[config.mk]
export PLATFORM = sky130hd
export DESIGN_NAME = hci_h4_receive_deframer
export DESIGN_NICKNAME = d
export VERILOG_FILES = /design/src/rtl/core/hcirx_pkg.sv /design/src/rtl/core/hcirx_framer.sv /design/src/rtl/core/hci_h4_receive_deframer.sv
export VERILOG_INCLUDE_DIRS = /design/src /design/src/rtl/core
export SDC_FILE = /design/constraint.sdc
export NUM_CORES = 1
export LEC_CHECK = 0
export BUFFER_PORTS_ARGS = -buffer_cell sky130_fd_sc_hd__buf_2
export CORE_MARGIN = 2
export CORE_UTILIZATION = 55
export CTS_BUF_LIST = sky130_fd_sc_hd__clkbuf_4 sky130_fd_sc_hd__clkbuf_8
export CTS_CLUSTER_SIZE = 20
export DETAILED_ROUTE_END_ITERATION = 7
export GPL_TIMING_DRIVEN = 0
export PLACE_DENSITY = 0.76
export SETUP_SLACK_MARGIN = 0.02
export SYNTH_ARGS = -nofsm -noshare
export SYNTH_HDL_FRONTEND = slang
export SYNTH_HIERARCHICAL = 1
export SYNTH_SLANG_ARGS = --single-unit
[constraint.sdc]
create_clock -name clk -period 3.3 [get_ports clk]
set_input_delay 0.495 -clock clk [delete_from_list [all_inputs] [get_ports clk]]
set_output_delay 0.495 -clock clk [all_outputs]
set_load 0.01 [all_outputs]
[src/rtl/core/hci_h4_receive_deframer_defines.svh]
// Assertion macros for the HCI H4 receive deframer; of its modules, only hcirx_framer uses them.
// Needs nothing else; files that check their own logic include it.
`ifndef HCI_H4_RECEIVE_DEFRAMER_DEFINES_SVH
`define HCI_H4_RECEIVE_DEFRAMER_DEFINES_SVH

// Same-cycle implication, sampled on the rising clock edge, off during reset.
`define HCIRX_ASSERT_NOW(label, clk, rst_n, ante, cons, msg) \
	label: assert property (@(posedge clk) disable iff (!rst_n) (ante) |-> (cons)) \
		else $error(msg);

// Next-cycle implication, sampled on the rising clock edge, off during reset.
`define HCIRX_ASSERT_NEXT(label, clk, rst_n, ante, cons, msg) \
	label: assert property (@(posedge clk) disable iff (!rst_n) (ante) |=> (cons)) \
		else $error(msg);

`endif

[src/rtl/core/hcirx_pkg.sv]
// Shared types and constants for the HCI H4 receive deframer.
// Used by hcirx_framer and hci_h4_receive_deframer; depends on nothing.
package hcirx_pkg;

	localparam logic [7:0] IND_EVENT = 8'h04;
	localparam logic [7:0] IND_ACL = 8'h02;
	localparam logic [7:0] SLEEP_CODE_RESET = 8'h30;

	// Header bytes after the indicator, counted from zero.
	localparam logic [1:0] EVENT_HDR_LAST = 2'd1;
	localparam logic [1:0] ACL_HDR_LEN_LO = 2'd2;
	localparam logic [1:0] ACL_HDR_LAST = 2'd3;

	typedef enum logic [1:0] {
		KIND_NONE = 2'd0,
		KIND_EVENT = 2'd1,
		KIND_ACL = 2'd2
	} kind_t;

	typedef struct packed {
		logic [7:0] data_byte;
		kind_t packet_kind;
		logic packet_start;
		logic packet_end;
		logic sleep_request;
		logic bad_indicator;
	} result_t;

endpackage

[src/rtl/core/hcirx_framer.sv]
// Packet framing state and per-byte classification logic.
// Depends on hcirx_pkg and the assertion macros header.
`include "hci_h4_receive_deframer_defines.svh"

module hcirx_framer (
	input logic clk,
	input logic arst_n,
	input logic advance,
	input logic [7:0] rx_byte,
	input logic [7:0] sleep_code,
	output hcirx_pkg::result_t result
);

	typedef enum logic [1:0] {
		ST_HUNT = 2'd0,
		ST_HEADER = 2'd1,
		ST_PAYLOAD = 2'd2
	} state_t;

	state_t state_q, state_d;
	logic is_acl_q, is_acl_d;
	logic [15:0] bytes_left_q, bytes_left_d;
	logic [1:0] hdr_idx_q, hdr_idx_d;
	logic [7:0] len_lo_q, len_lo_d;

	always_comb begin
		state_d = state_q;
		is_acl_d = is_acl_q;
		bytes_left_d = bytes_left_q;
		hdr_idx_d = hdr_idx_q;
		len_lo_d = len_lo_q;
		result.data_byte = rx_byte;
		result.packet_kind = hcirx_pkg::KIND_NONE;
		result.packet_start = 1'b0;
		result.packet_end = 1'b0;
		result.sleep_request = 1'b0;
		result.bad_indicator = 1'b0;

		unique case (state_q)
			ST_HEADER: begin
				result.packet_kind = is_acl_q ? hcirx_pkg::KIND_ACL : hcirx_pkg::KIND_EVENT;
				if (!is_acl_q) begin
					if (hdr_idx_q >= hcirx_pkg::EVENT_HDR_LAST) begin
						// Parameter length byte; zero closes the packet here.
						if (rx_byte == 8'd0) begin
							result.packet_end = 1'b1;
							state_d = ST_HUNT;
						end else begin
							bytes_left_d = {8'd0, rx_byte};
							state_d = ST_PAYLOAD;
						end
						hdr_idx_d = 2'd0;
					end else begin
						hdr_idx_d = hdr_idx_q + 2'd1;
					end
				end else begin
					if (hdr_idx_q == hcirx_pkg::ACL_HDR_LAST) begin
						if ({rx_byte, len_lo_q} == 16'd0) begin
							result.packet_end = 1'b1;
							state_d = ST_HUNT;
						end else begin
							bytes_left_d = {rx_byte, len_lo_q};
							state_d = ST_PAYLOAD;
						end
						hdr_idx_d = 2'd0;
					end else begin
						if (hdr_idx_q == hcirx_pkg::ACL_HDR_LEN_LO) begin
							len_lo_d = rx_byte;
						end
						hdr_idx_d = hdr_idx_q + 2'd1;
					end
				end
			end
			ST_PAYLOAD: begin
				result.packet_kind = is_acl_q ? hcirx_pkg::KIND_ACL : hcirx_pkg::KIND_EVENT;
				// The count is never zero here, since a zero length ends in the header.
				bytes_left_d = bytes_left_q - 16'd1;
				if (bytes_left_q == 16'd1) begin
					result.packet_end = 1'b1;
					state_d = ST_HUNT;
				end
			end
			default: begin
				state_d = ST_HUNT;
				hdr_idx_d = 2'd0;
				if (rx_byte == hcirx_pkg::IND_EVENT) begin
					is_acl_d = 1'b0;
					result.packet_kind = hcirx_pkg::KIND_EVENT;
					result.packet_start = 1'b1;
					state_d = ST_HEADER;
				end else if (rx_byte == hcirx_pkg::IND_ACL) begin
					is_acl_d = 1'b1;
					result.packet_kind = hcirx_pkg::KIND_ACL;
					result.packet_start = 1'b1;
					state_d = ST_HEADER;
				end else if (rx_byte == sleep_code) begin
					result.sleep_request = 1'b1;
				end else begin
					result.bad_indicator = 1'b1;
				end
			end
		endcase
	end

	always_ff @(posedge clk or negedge arst_n) begin
		if (!arst_n) begin
			state_q <= ST_HUNT;
			is_acl_q <= 1'b0;
			bytes_left_q <= 16'd0;
			hdr_idx_q <= 2'd0;
			len_lo_q <= 8'd0;
		end else if (advance) begin
			state_q <= state_d;
			is_acl_q <= is_acl_d;
			bytes_left_q <= bytes_left_d;
			hdr_idx_q <= hdr_idx_d;
			len_lo_q <= len_lo_d;
		end
	end

	`HCIRX_ASSERT_NOW(a_payload_count, clk, arst_n, state_q == ST_PAYLOAD,
		bytes_left_q != 16'd0, "payload phase with no bytes left")
	`HCIRX_ASSERT_NEXT(a_start_to_header, clk, arst_n, advance && result.packet_start,
		state_q == ST_HEADER && hdr_idx_q == 2'd0, "packet start did not enter header")
	`HCIRX_ASSERT_NEXT(a_end_to_hunt, clk, arst_n, advance && result.packet_end,
		state_q == ST_HUNT, "packet end did not return to hunting")

endmodule

[src/rtl/core/hci_h4_receive_deframer.sv]
// Top level of the HCI H4 receive deframer: input stage, framer, result stage.
// Depends on hcirx_pkg and hcirx_framer.
//
// channel | handshake              | payload
// rx in   | in_valid / in_stall    | rx_byte
// result  | out_valid / out_stall  | data_byte, packet_kind, packet_start,
//         |                        | packet_end, sleep_request, bad_indicator
// config  | cfg_valid / cfg_ready  | sleep_indicator_code
//
// A byte accepted into the input register waits there until the result register is free;
// the framer then updates its state and the result register loads, raising out_valid.
// With no stall, one byte is accepted every cycle.
// A stalled result holds the result register; the input register then fills and in_stall rises.
// Reset clears the framing state and sets the sleep code to 0x30. Config is always ready.
module hci_h4_receive_deframer (
	input logic clk,
	input logic arst_n,
	input logic in_valid,
	output logic in_stall,
	input logic [7:0] rx_byte,
	output logic out_valid,
	input logic out_stall,
	output logic [7:0] data_byte,
	output logic [1:0] packet_kind,
	output logic packet_start,
	output logic packet_end,
	output logic sleep_request,
	output logic bad_indicator,
	input logic cfg_valid,
	output logic cfg_ready,
	input logic [7:0] sleep_indicator_code
);

	logic valid_s1;
	logic [7:0] byte_s1;
	logic valid_s2;
	hcirx_pkg::result_t result_s2;
	hcirx_pkg::result_t result_comb;
	logic [7:0] sleep_code_q;
	logic s2_open;
	logic advance;

	assign s2_open = !valid_s2 || !out_stall;
	assign advance = valid_s1 && s2_open;
	assign in_stall = valid_s1 && !s2_open;
	assign cfg_ready = 1'b1;

	always_ff @(posedge clk or negedge arst_n) begin
		if (!arst_n) begin
			sleep_code_q <= hcirx_pkg::SLEEP_CODE_RESET;
		end else if (cfg_valid) begin
			sleep_code_q <= sleep_indicator_code;
		end
	end

	always_ff @(posedge clk or negedge arst_n) begin
		if (!arst_n) begin
			valid_s1 <= 1'b0;
		end else if (!in_stall) begin
			valid_s1 <= in_valid;
		end
	end

	always_ff @(posedge clk) begin
		if (!in_stall && in_valid) begin
			byte_s1 <= rx_byte;
		end
	end

	hcirx_framer u_framer (
		.clk(clk),
		.arst_n(arst_n),
		.advance(advance),
		.rx_byte(byte_s1),
		.sleep_code(sleep_code_q),
		.result(result_comb)
	);

	always_ff @(posedge clk or negedge arst_n) begin
		if (!arst_n) begin
			valid_s2 <= 1'b0;
		end else if (s2_open) begin
			valid_s2 <= valid_s1;
		end
	end

	always_ff @(posedge clk) begin
		if (advance) begin
			result_s2 <= result_comb;
		end
	end

	assign out_valid = valid_s2;
	assign data_byte = result_s2.data_byte;
	assign packet_kind = result_s2.packet_kind;
	assign packet_start = result_s2.packet_start;
	assign packet_end = result_s2.packet_end;
	assign sleep_request = result_s2.sleep_request;
	assign bad_indicator = result_s2.bad_indicator;

endmodule

==> metrics.txt, run 1 <==
Worst Setup Path Type=reg2reg; crit end category=register; top cell type's share of synthesized area=0.289; Tot GR Track Use=0.236; Crit Path Max Fanout=7; EDFF count, synth=22; most common cell after layout, fill and taps aside=dfrtp_1; CTS H-tree lvls=3; Area contributors post-synth=dfrtp_1 (29%), edfxtp_1 (21%), mux2_2 (4.2%); min cycle time layout=approximately 2.2 ns; Clock Path Buffers=2; Clk Latency, worst-skew pair=~0.34 ns; post-CTS setup buffer count=0; top_reg_cell synth=dfrtp_1; Slew HR=0.382; post-synth top area cell=dfrtp_1; DR WL/cell=16.7 µm; CTS Buf Count=9; met3 Usage GRT=0.0573; clock root buffer=clkbuf_8; share of cells above drive strength 1=0.282; Crit path arrival time=between 2 and 2.5 ns; critical-path cell list=inv_1, ha_1, nor3b_2, nand4_1, o41a_1, o21ai_0, o21ai_0; Slowest cell on crit path=dfrtp_1; Port Buffers=35; max-slew violation count=0; Final GP Congestion=roughly 0.90; ANT nets after route=0; endpoints failing hold=0; Clk pin slew, worst setup/hold paths=approximately 0.07 ns; critical path launch point type=register; status=finished clean; synth unique cells=between 50 and 60; Synth async-reset ratio=0.639; Nets=364; final instance area=about 0.0037 mm²; power per standard cell area=~540 mW/mm²; Core Region=0.00557 mm²; DP HPWL=~4.9 mm; Mapped Cells=289; VDD IR max=~340 µV; vias in the first global route=roughly 2300; die width=~80 µm; CTS tree=done; clk sinks=just over 60; Final Setup Violations=0; final WL=approximately 6.9 mm; Die ar.=between 0.006 and 0.007 mm²; drt drc=0; initial antenna violation count=0; Avg Synthesized Cell Area=11.1 µm²; R2R Setup Slk=between 1 and 1.5 ns; WP data required=3.51 ns; CP max stage delay=0.45 ns; final worst path period share=0.659; total congestion overflow=0; number of synthesized register bits=61; Filler cells=458; Cell Area, Synth=~0.0032 mm²; antenna diode count=0; unrepaired setup endpoints after global routing=no; Max Clock Skew=approximately 0.0075 ns; site row count=27; Initial Utilization=0.574; Top Ports=38; DRT iter0 DRCs=~310; Sum Neg Setup Slack=0 ns; LEAKAGE=roughly 1.5 nW; synth-to-layout area growth=14.2%; most frequent cells in the layout=dfrtp_1 (37), buf_2 (36), o21ai_0 (23); first-pass GRT wire length=~11 mm; sequential fraction of the synthesis area=0.512; post-cts gate resize count=0; grt peak-use layer=met2; most used cell, CP=o21ai_0; Least-Margin Pin Slew=0.927 ns; met1 usage=0.328; Cell Area, Placed=~0.0035 mm²; vias per cell=approximately 6; met2 usage=0.366; Ys Warns=6; Die Height=between 80 and 90 µm; routed via count=roughly 2500; Max Freq=approximately 460 MHz; # hold bufs at CTS=0; worst hold path type=in2async; syn nets=317; max cap viols=0; pin count of the biggest net entering global routing=40; final hold slack=about 0.27 ns; First-pass DRT Iterations=5
-- per-layer routing --
layer | share of wire | up-vias | wire length, µm
met1 | 0.45 | 1227 | 3130
met4 | 0.013 | 0 | 87
met3 | 0.052 | 11 | 362
li1 | - | 1143 | -
met2 | 0.48 | 91 | 3330
met5 | 0 | - | 0
-- synthesized netlist by cell type, types with 9 or more instances --
master,count
a21oi_1,17
a31oi_1,9
buf_4,11
dfrtp_1,37
edfxtp_1,22
inv_1,14
mux2_2,12
nand2_1,12
nor2_1,21
o21ai_0,23
-- registers in the layout, indices dropped and copies added (netlist names) --
signal,flops
u_framer/is_acl_q,1
u_framer/len_lo_q,8
u_framer/hdr_idx_q,2
valid_s1,1
data_byte,8
out_valid,1
packet_start,1
u_framer/state_q,2
packet_kind,2
sleep_code_q,8
sleep_request,1
packet_end,1
u_framer/bytes_left_q,16
bad_indicator,1
byte_s1,8
-- through the flow --
step           total power, mW  utilization  setup WS, ns  cells
6_report                  1.96        0.656          1.13    413
5_1_grt                   2.07        0.656         0.973    413
4_1_cts                   1.96        0.656          1.14    413
3_5_place_dp              1.38        0.625          1.02    397
3_3_place_gp              1.37        0.622        -0.826    396
2_1_floorplan             1.26            -         0.176    289
-- cell families after synthesis --
logic type / Yosys count / synth area share
AND/OR/NAND/NOR: 77 / 0.135
AO/OA/AOI/OAI: 73 / 0.146
flip-flops: 61 / 0.512
buffers and inverters: 37 / 0.0613
multiplexers: 24 / 0.0922
XOR/XNOR: 9 / 0.0246
adder cells (fa/ha/maj): 7 / 0.0274
other: 1 / 0.00117
-- worst paths after layout --
check | startpoint | end | depth (start not counted)
setup / recovery | u_framer/bytes_left_q[0]$_DFFE_PN0P_ | u_framer/bytes_left_q[14]$_DFFE_PN0P_ | 7
hold / removal | arst_n | sleep_code_q[6]$_DFFE_PN0P_ | 1
setup reg to reg | u_framer/bytes_left_q[0]$_DFFE_PN0P_ | u_framer/bytes_left_q[14]$_DFFE_PN0P_ | 7
hold reg to reg | valid_s1$_DFFE_PN0N_ | out_valid$_DFFE_PN0P_ | 1
max in group asynchronous | arst_n | u_framer/len_lo_q[2]$_DFFE_PN0P_ | 1
min in group clk | rx_byte[4] | byte_s1[4]$_DFFE_PP_ | 1
-- cell type report --
type / instances / area [µm²] / share of cell area
clock buffer: 10 / 131 / 0.0359
sequential: 61 / 1640 / 0.448
clock inverter: 6 / 38.8 / 0.0106
tap: 72 / 90.1 / 0.0246
buffer: 22 / 140 / 0.0383
multi-input combinational: 191 / 1370 / 0.375
timing repair buffer: 36 / 190 / 0.0520
inverter: 15 / 56.3 / 0.0154
-- power breakdown --
| group | internal [mW] | switching [mW] | leakage (nW) |
|---|---|---|---|
| clock network | 0.279 | 0.304 | 0.0859 |
| registers | 0.901 | 0.141 | 0.706 |
| logic | 0.151 | 0.185 | 0.752 |
| total | 1.33 | 0.630 | 1.54 |
-- worst max-delay path: cells and delay by family, from the launching register on --
| family | cells | cell delay, ns |
|---|---|---|
| AND/OR/NAND/NOR | 2 | 0.70 |
| adder cells (fa/ha/maj) | 1 | 0.19 |
| buffers and inverters | 1 | 0.10 |
| flip-flops | 1 | 0.45 |
| AO/OA/AOI/OAI | 3 | 0.62 |
No activity file was read; power rests on OpenSTA's default activity.
==> run 2: changes to the inputs <==
Clock period 3.3 ns to 2 ns, I/O delays scaled along.
==> run 2 against run 1 <==
Via count is 4.8% higher. Global-route usage rose by 3.1 points. Critical path depth shrank 2.
==> metrics.txt, run 2 (synthesized netlist as in run 1, its figures left out) <==
VDD IR max=646 µV (+92%); vias per cell=6.04 (+0.87%); max cap viols=0 (unchanged); Clock Path Buffers=2 (unchanged); most frequent cells in the layout=buf_2 (36), dfrtp_1 (35), buf_4 (26); DP HPWL=4.86 mm (-0.59%); Clk pin slew, worst setup/hold paths=0.07 ns (about the same); DRT iter0 DRCs=248 (-19%); endpoints failing hold=0 (unchanged); status=finished clean; crit end category=register; Tot GR Track Use=0.266 (+0.0307); max reg flops=16 (unchanged); power per standard cell area=929 mW/mm² (+73%); final instance area=0.00396 mm² (+8.2%); clk sinks=61 (unchanged); Final Setup Violations=0 (unchanged); first-pass GRT wire length=12.7 mm (+12%); Final GP Congestion=0.864 (-4.4%); vias in the first global route=2544 (+9.0%); min cycle time layout=1.92 ns (-0.253 ns); final worst path period share=0.960 (+0.302); Nets=380 (+4.4%); share of cells above drive strength 1=0.373 (+0.0910); LEAKAGE=1.68 nW (+8.7%); site row count=27 (unchanged); DR WL/cell=17.9 µm (+6.9%); unrepaired setup endpoints after global routing=yes; ANT nets after route=0 (unchanged); clock root buffer=clkbuf_8; die width=80.3 µm (unchanged); CTS tree=done; Cell Area, Placed=0.00349 mm² (unchanged); max-slew violation count=0 (unchanged); final hold slack=0.0763 ns (-0.195 ns); CTS H-tree lvls=3 (unchanged); routed via count=2590 (+4.8%); Crit path arrival time=2.16 ns (-0.23 ns); Core Region=0.00557 mm² (unchanged); WP data required=2.24 ns (-1.27 ns); Die Height=80.3 µm (unchanged); CTS Buf Count=9 (unchanged); drt drc=0 (unchanged); pin count of the biggest net entering global routing=40 (unchanged); initial antenna violation count=0 (unchanged); Clk Latency, worst-skew pair=0.35 ns (about the same); Crit Path Max Fanout=6 (-1); First-pass DRT Iterations=4 (-1); Core Util, Final=0.710 (+0.0536); Port Buffers=35 (unchanged); Sum Neg Setup Slack=0 ns (unchanged); most common cell after layout, fill and taps aside=buf_2; Die ar.=0.00645 mm² (unchanged); Largest Register=u_framer/bytes_left_q; Worst Setup Path Type=reg2reg; final WL=7.68 mm (+11%); Slew HR=0.401 (+0.0196); worst hold path type=in2async; total congestion overflow=0 (unchanged); antenna diode count=0 (unchanged); Filler cells=400 (-13%); Max Clock Skew=0.00789 ns (+0.000436 ns); synth-to-layout area growth=23.5%; critical path launch point type=register; Least-Margin Pin Slew=0.898 ns (-0.0294 ns); Top Ports=38 (unchanged); Initial Utilization=0.574 (unchanged); # hold bufs at CTS=0 (unchanged); Max Freq=521 MHz (+13%)
-- run 2: cell types whose count changed in the layout (fill, tap and decap cells not counted), sizes merged --
cell and change:
buf +14, inv -1, bufinv +2, clkbuf +1, clkinv -1, a21boi +1
-- run 2: critical path, cell delays in order (launching register included) --
cell and delay, ns:
dfrtp_1 0.45, nor4_2 0.52, nand3_1 0.23, nor3_1 0.28, a31oi_1 0.13, o22a_1 0.20
-- run 2: final cells by class --
type | instances | area [µm²] | share of cell area
tap | 72 | 90.1 | 0.0228
clock buffer | 10 | 131 | 0.0332
buffer | 22 | 156 | 0.0395
multi-input combinational | 192 | 1490 | 0.377
sequential | 61 | 1640 | 0.415
clock inverter | 6 | 87.6 | 0.0221
timing repair buffer | 51 | 299 | 0.0756
inverter | 15 | 56.3 | 0.0142
-- run 2: layer usage --
| metal | global-route usage | vias to the layer above | share of wire |
|---|---|---|---|
| li1 | - | 1179 | - |
| met1 | 0.359 | 1271 | 0.44 |
| met2 | 0.404 | 118 | 0.47 |
| met3 | 0.0697 | 22 | 0.070 |
| met4 | 0.119 | 0 | 0.022 |
| met5 | 0 | - | 0 |
-- run 2: what timing repair did --
action / CTS / global route
setup buffers: 9 / 7
pin swaps: 4 / 3
gates resized for setup: 4 / 36
endpoints found under the setup margin: 25 / 26
cloned: 1 / 0
-- run 2: stage by stage --
step / total power [mW] / std cells / setup WS [ns]
floorplan: 2.08 / 289 / 0.000813
global placement: 2.26 / 396 / -0.217
detailed placement: 2.28 / 396 / -0.271
CTS: 3.54 / 422 / 0.0275
global route: 3.84 / 429 / -0.0119
finish: 3.67 / 429 / 0.0793
-- run 2: where the power goes --
part | internal (mW) | leakage (nW) | switching (mW)
Sequential | 1.49 | 0.704 | 0.274
Combinational | 0.354 | 0.870 | 0.351
Clock | 0.713 | 0.104 | 0.495
Total | 2.55 | 1.68 | 1.12
-- run 2: path summary, 6_finish.rpt --
| kind | start | endpoint | slack [ns] | cells past startpoint |
|---|---|---|---|---|
| setup / recovery | u_framer/bytes_left_q[6]$_DFFE_PN0P_ | u_framer/bytes_left_q[13]$_DFFE_PN0P_ | 0.08 | 5 |
| hold / removal | arst_n | sleep_code_q[6]$_DFFE_PN0P_ | 0.08 | 1 |
| setup reg to reg | u_framer/bytes_left_q[6]$_DFFE_PN0P_ | u_framer/bytes_left_q[13]$_DFFE_PN0P_ | 0.08 | 5 |
| hold reg to reg | u_framer/bytes_left_q[10]$_DFFE_PN0P_ | u_framer/bytes_left_q[10]$_DFFE_PN0P_ | 0.53 | 2 |
| max in group asynchronous | arst_n | u_framer/bytes_left_q[0]$_DFFE_PN0P_ | 1.30 | 1 |
| min in group clk | rx_byte[0] | byte_s1[0]$_DFFE_PP_ | 0.13 | 1 |
==> run 3: changes to the inputs <==
Settings changed: CORE_ASPECT_RATIO set to 1.1, CTS_BUF_LIST sky130_fd_sc_hd__clkbuf_4 sky130_fd_sc_hd__clkbuf_8 to sky130_fd_sc_hd__clkbuf_4, HOLD_SLACK_MARGIN set to 0.05.
==> run 3 against run 2 <==
Non-clock buffer count up 14. Critical path depth did not move. Power decreased by 11%. Final area grew 0.70%. Die area about the same. Global-route usage decreased by 0.31 points.
==> metrics.txt, run 3 (synthesized netlist as in run 1, its figures left out) <==
Crit path arrival time=2.27 ns (+0.11 ns); most frequent cells in the layout=buf_2 (35), dfrtp_1 (35), buf_4 (31); ANT nets after route=0 (unchanged); DR WL/cell=18.3 µm (+2.1%); Cells after DPL=401 (+1.3%); CTS tree=done; final WL=8.18 mm (+6.6%); LEAKAGE=1.70 nW (+1.4%); DP HPWL=5.11 mm (+5.1%); setup ws final=0.0344 ns (-0.0450 ns); CTS Buf Count=9 (unchanged); critical path launch point type=register; antenna diode count=0 (unchanged); VDD IR max=833 µV (+29%); drt drc=0 (unchanged); Final Setup Violations=0 (unchanged); max-slew violation count=0 (unchanged); Max Clock Skew=0.0123 ns (+0.00438 ns); synth-to-layout area growth=24.4%; Die ar.=0.00645 mm² (about the same); Filler cells=419 (+4.8%); Die Height=84.0 µm (+4.6%); Slew HR=0.400 (-0.00175); Port Buffers=35 (unchanged); total congestion overflow=0 (unchanged); Clock Path Buffers=2 (unchanged); vias in the first global route=2535 (-0.35%); Finished Layout Cells=448 (+4.4%); worst hold path type=in2reg; die width=76.7 µm (-4.4%); First-pass DRT Iterations=5 (+1); Clk pin slew, worst setup/hold paths=0.10 ns (+0.03 ns); share of cells above drive strength 1=0.367 (-0.00597); Worst Setup Path Type=reg2reg; endpoints failing hold=0 (unchanged); Least-Margin Pin Slew=0.901 ns (+0.00263 ns); initial antenna violation count=0 (unchanged); crit end category=register; Final GP Congestion=0.887 (+2.7%); Clk Latency, worst-skew pair=0.42 ns (+0.07 ns); Tot GR Track Use=0.263 (-0.00308); min cycle time layout=1.97 ns (+0.0450 ns); Nets=394 (+3.7%); DRT iter0 DRCs=235 (-5.2%); clock root buffer=clkbuf_4; WP data required=2.31 ns (+0.07 ns); Crit Path Max Fanout=5 (-1); max reg flops=16 (unchanged); routed via count=2664 (+2.9%); site row count=29 (+7.4%); pin count of the biggest net entering global routing=40 (unchanged); first-pass GRT wire length=12.8 mm (+0.65%); Core Region=0.00570 mm² (+2.2%); Initial Utilization=0.562 (-0.0124); vias per cell=5.95 (-1.5%); Largest Register=u_framer/bytes_left_q; clk sinks=61 (unchanged); power per standard cell area=824 mW/mm² (-11%); Top Ports=38 (unchanged); CTS H-tree lvls=3 (unchanged); final worst path period share=0.983 (+0.0225); Max Freq=509 MHz (-2.3%); status=finished clean; max cap viols=0 (unchanged); worst slack, placed=-0.271 ns (-0.0000420 ns); Pwr Total=3.28 mW (-11%)
[run 3: cell types whose count changed in the layout (fill, tap and decap cells not counted), moves of 5 or more]
cell           before  now
clkbuf_4            1   12
buf_4              26   31
dlygate4sd3_1       0    9
clkbuf_8            9    0
[run 3: routing by layer]
layer | GRT usage | wire length, µm | up-vias
met1 | 0.338 | 3230 | 1306
met3 | 0.0574 | 574 | 19
met4 | 0.122 | 155 | 0
met2 | 0.425 | 4230 | 128
met5 | 0 | 0 | -
li1 | - | - | 1211
[run 3: layout make-up]
type / count / area (µm²) / share of cell area
sequential: 61 / 1640 / 0.412
multi-input combinational: 192 / 1480 / 0.373
timing repair buffer: 65 / 435 / 0.109
buffer: 22 / 154 / 0.0386
tap: 77 / 96.3 / 0.0242
clock buffer: 12 / 90.1 / 0.0226
inverter: 15 / 56.3 / 0.0141
clock inverter: 4 / 25.0 / 0.00628
[run 3: metrics by stage]
stage	area (µm²)	hold slack (ns)	TNS (ns)	utilization
floorplan	3220	0.00441	0	-
global placement	3490	0.458	-2.88	0.613
detailed placement	3490	0.476	-4.76	0.613
CTS	3790	0.0525	0	0.665
global route	3980	0.0848	-0.105	0.699
finish	3980	0.0907	0	0.699
[run 3: final timing paths]
check                                                      start                               to  slack, ns  cells after the start
max reg2reg                u_framer/bytes_left_q[12]$_DFFE_PN0P_  u_framer/state_q[0]$_DFFE_PN0P_       0.03                      5
min                                                     in_valid             valid_s1$_DFFE_PN0N_       0.09                      2
min reg2reg                          sleep_code_q[6]$_DFFE_PN0P_      sleep_code_q[6]$_DFFE_PN0P_       0.55                      1
max in group asynchronous                                 arst_n            out_valid$_DFFE_PN0P_       0.86                      2
max                        u_framer/bytes_left_q[12]$_DFFE_PN0P_  u_framer/state_q[0]$_DFFE_PN0P_       0.03                      5
min in group asynchronous                                 arst_n             valid_s1$_DFFE_PN0N_       0.53                      2
[run 3: what timing repair did]
action | 4_1_cts | 5_1_grt
hold endpoints to repair | 44 | 1
gates resized for setup | 5 | 29
endpoints found under the setup margin | 25 | 18
gates cloned | 1 | 0
pin swaps | 3 | 3
hold buffers | 8 | 1
setup buffers | 8 | 13
[run 3: power breakdown]
part,total (mW),switching [mW],internal [mW]
registers,1.77,0.286,1.49
clock network,0.764,0.471,0.293
logic,0.748,0.375,0.372
total,3.28,1.13,2.15
[run 3: critical path, cell delays in order (launching register included)]
cell	delay, ns
dfrtp_1	0.47
nor4_4	0.38
nand4b_1	0.24
o21ai_2	0.20
o211a_1	0.22
mux2_2	0.34
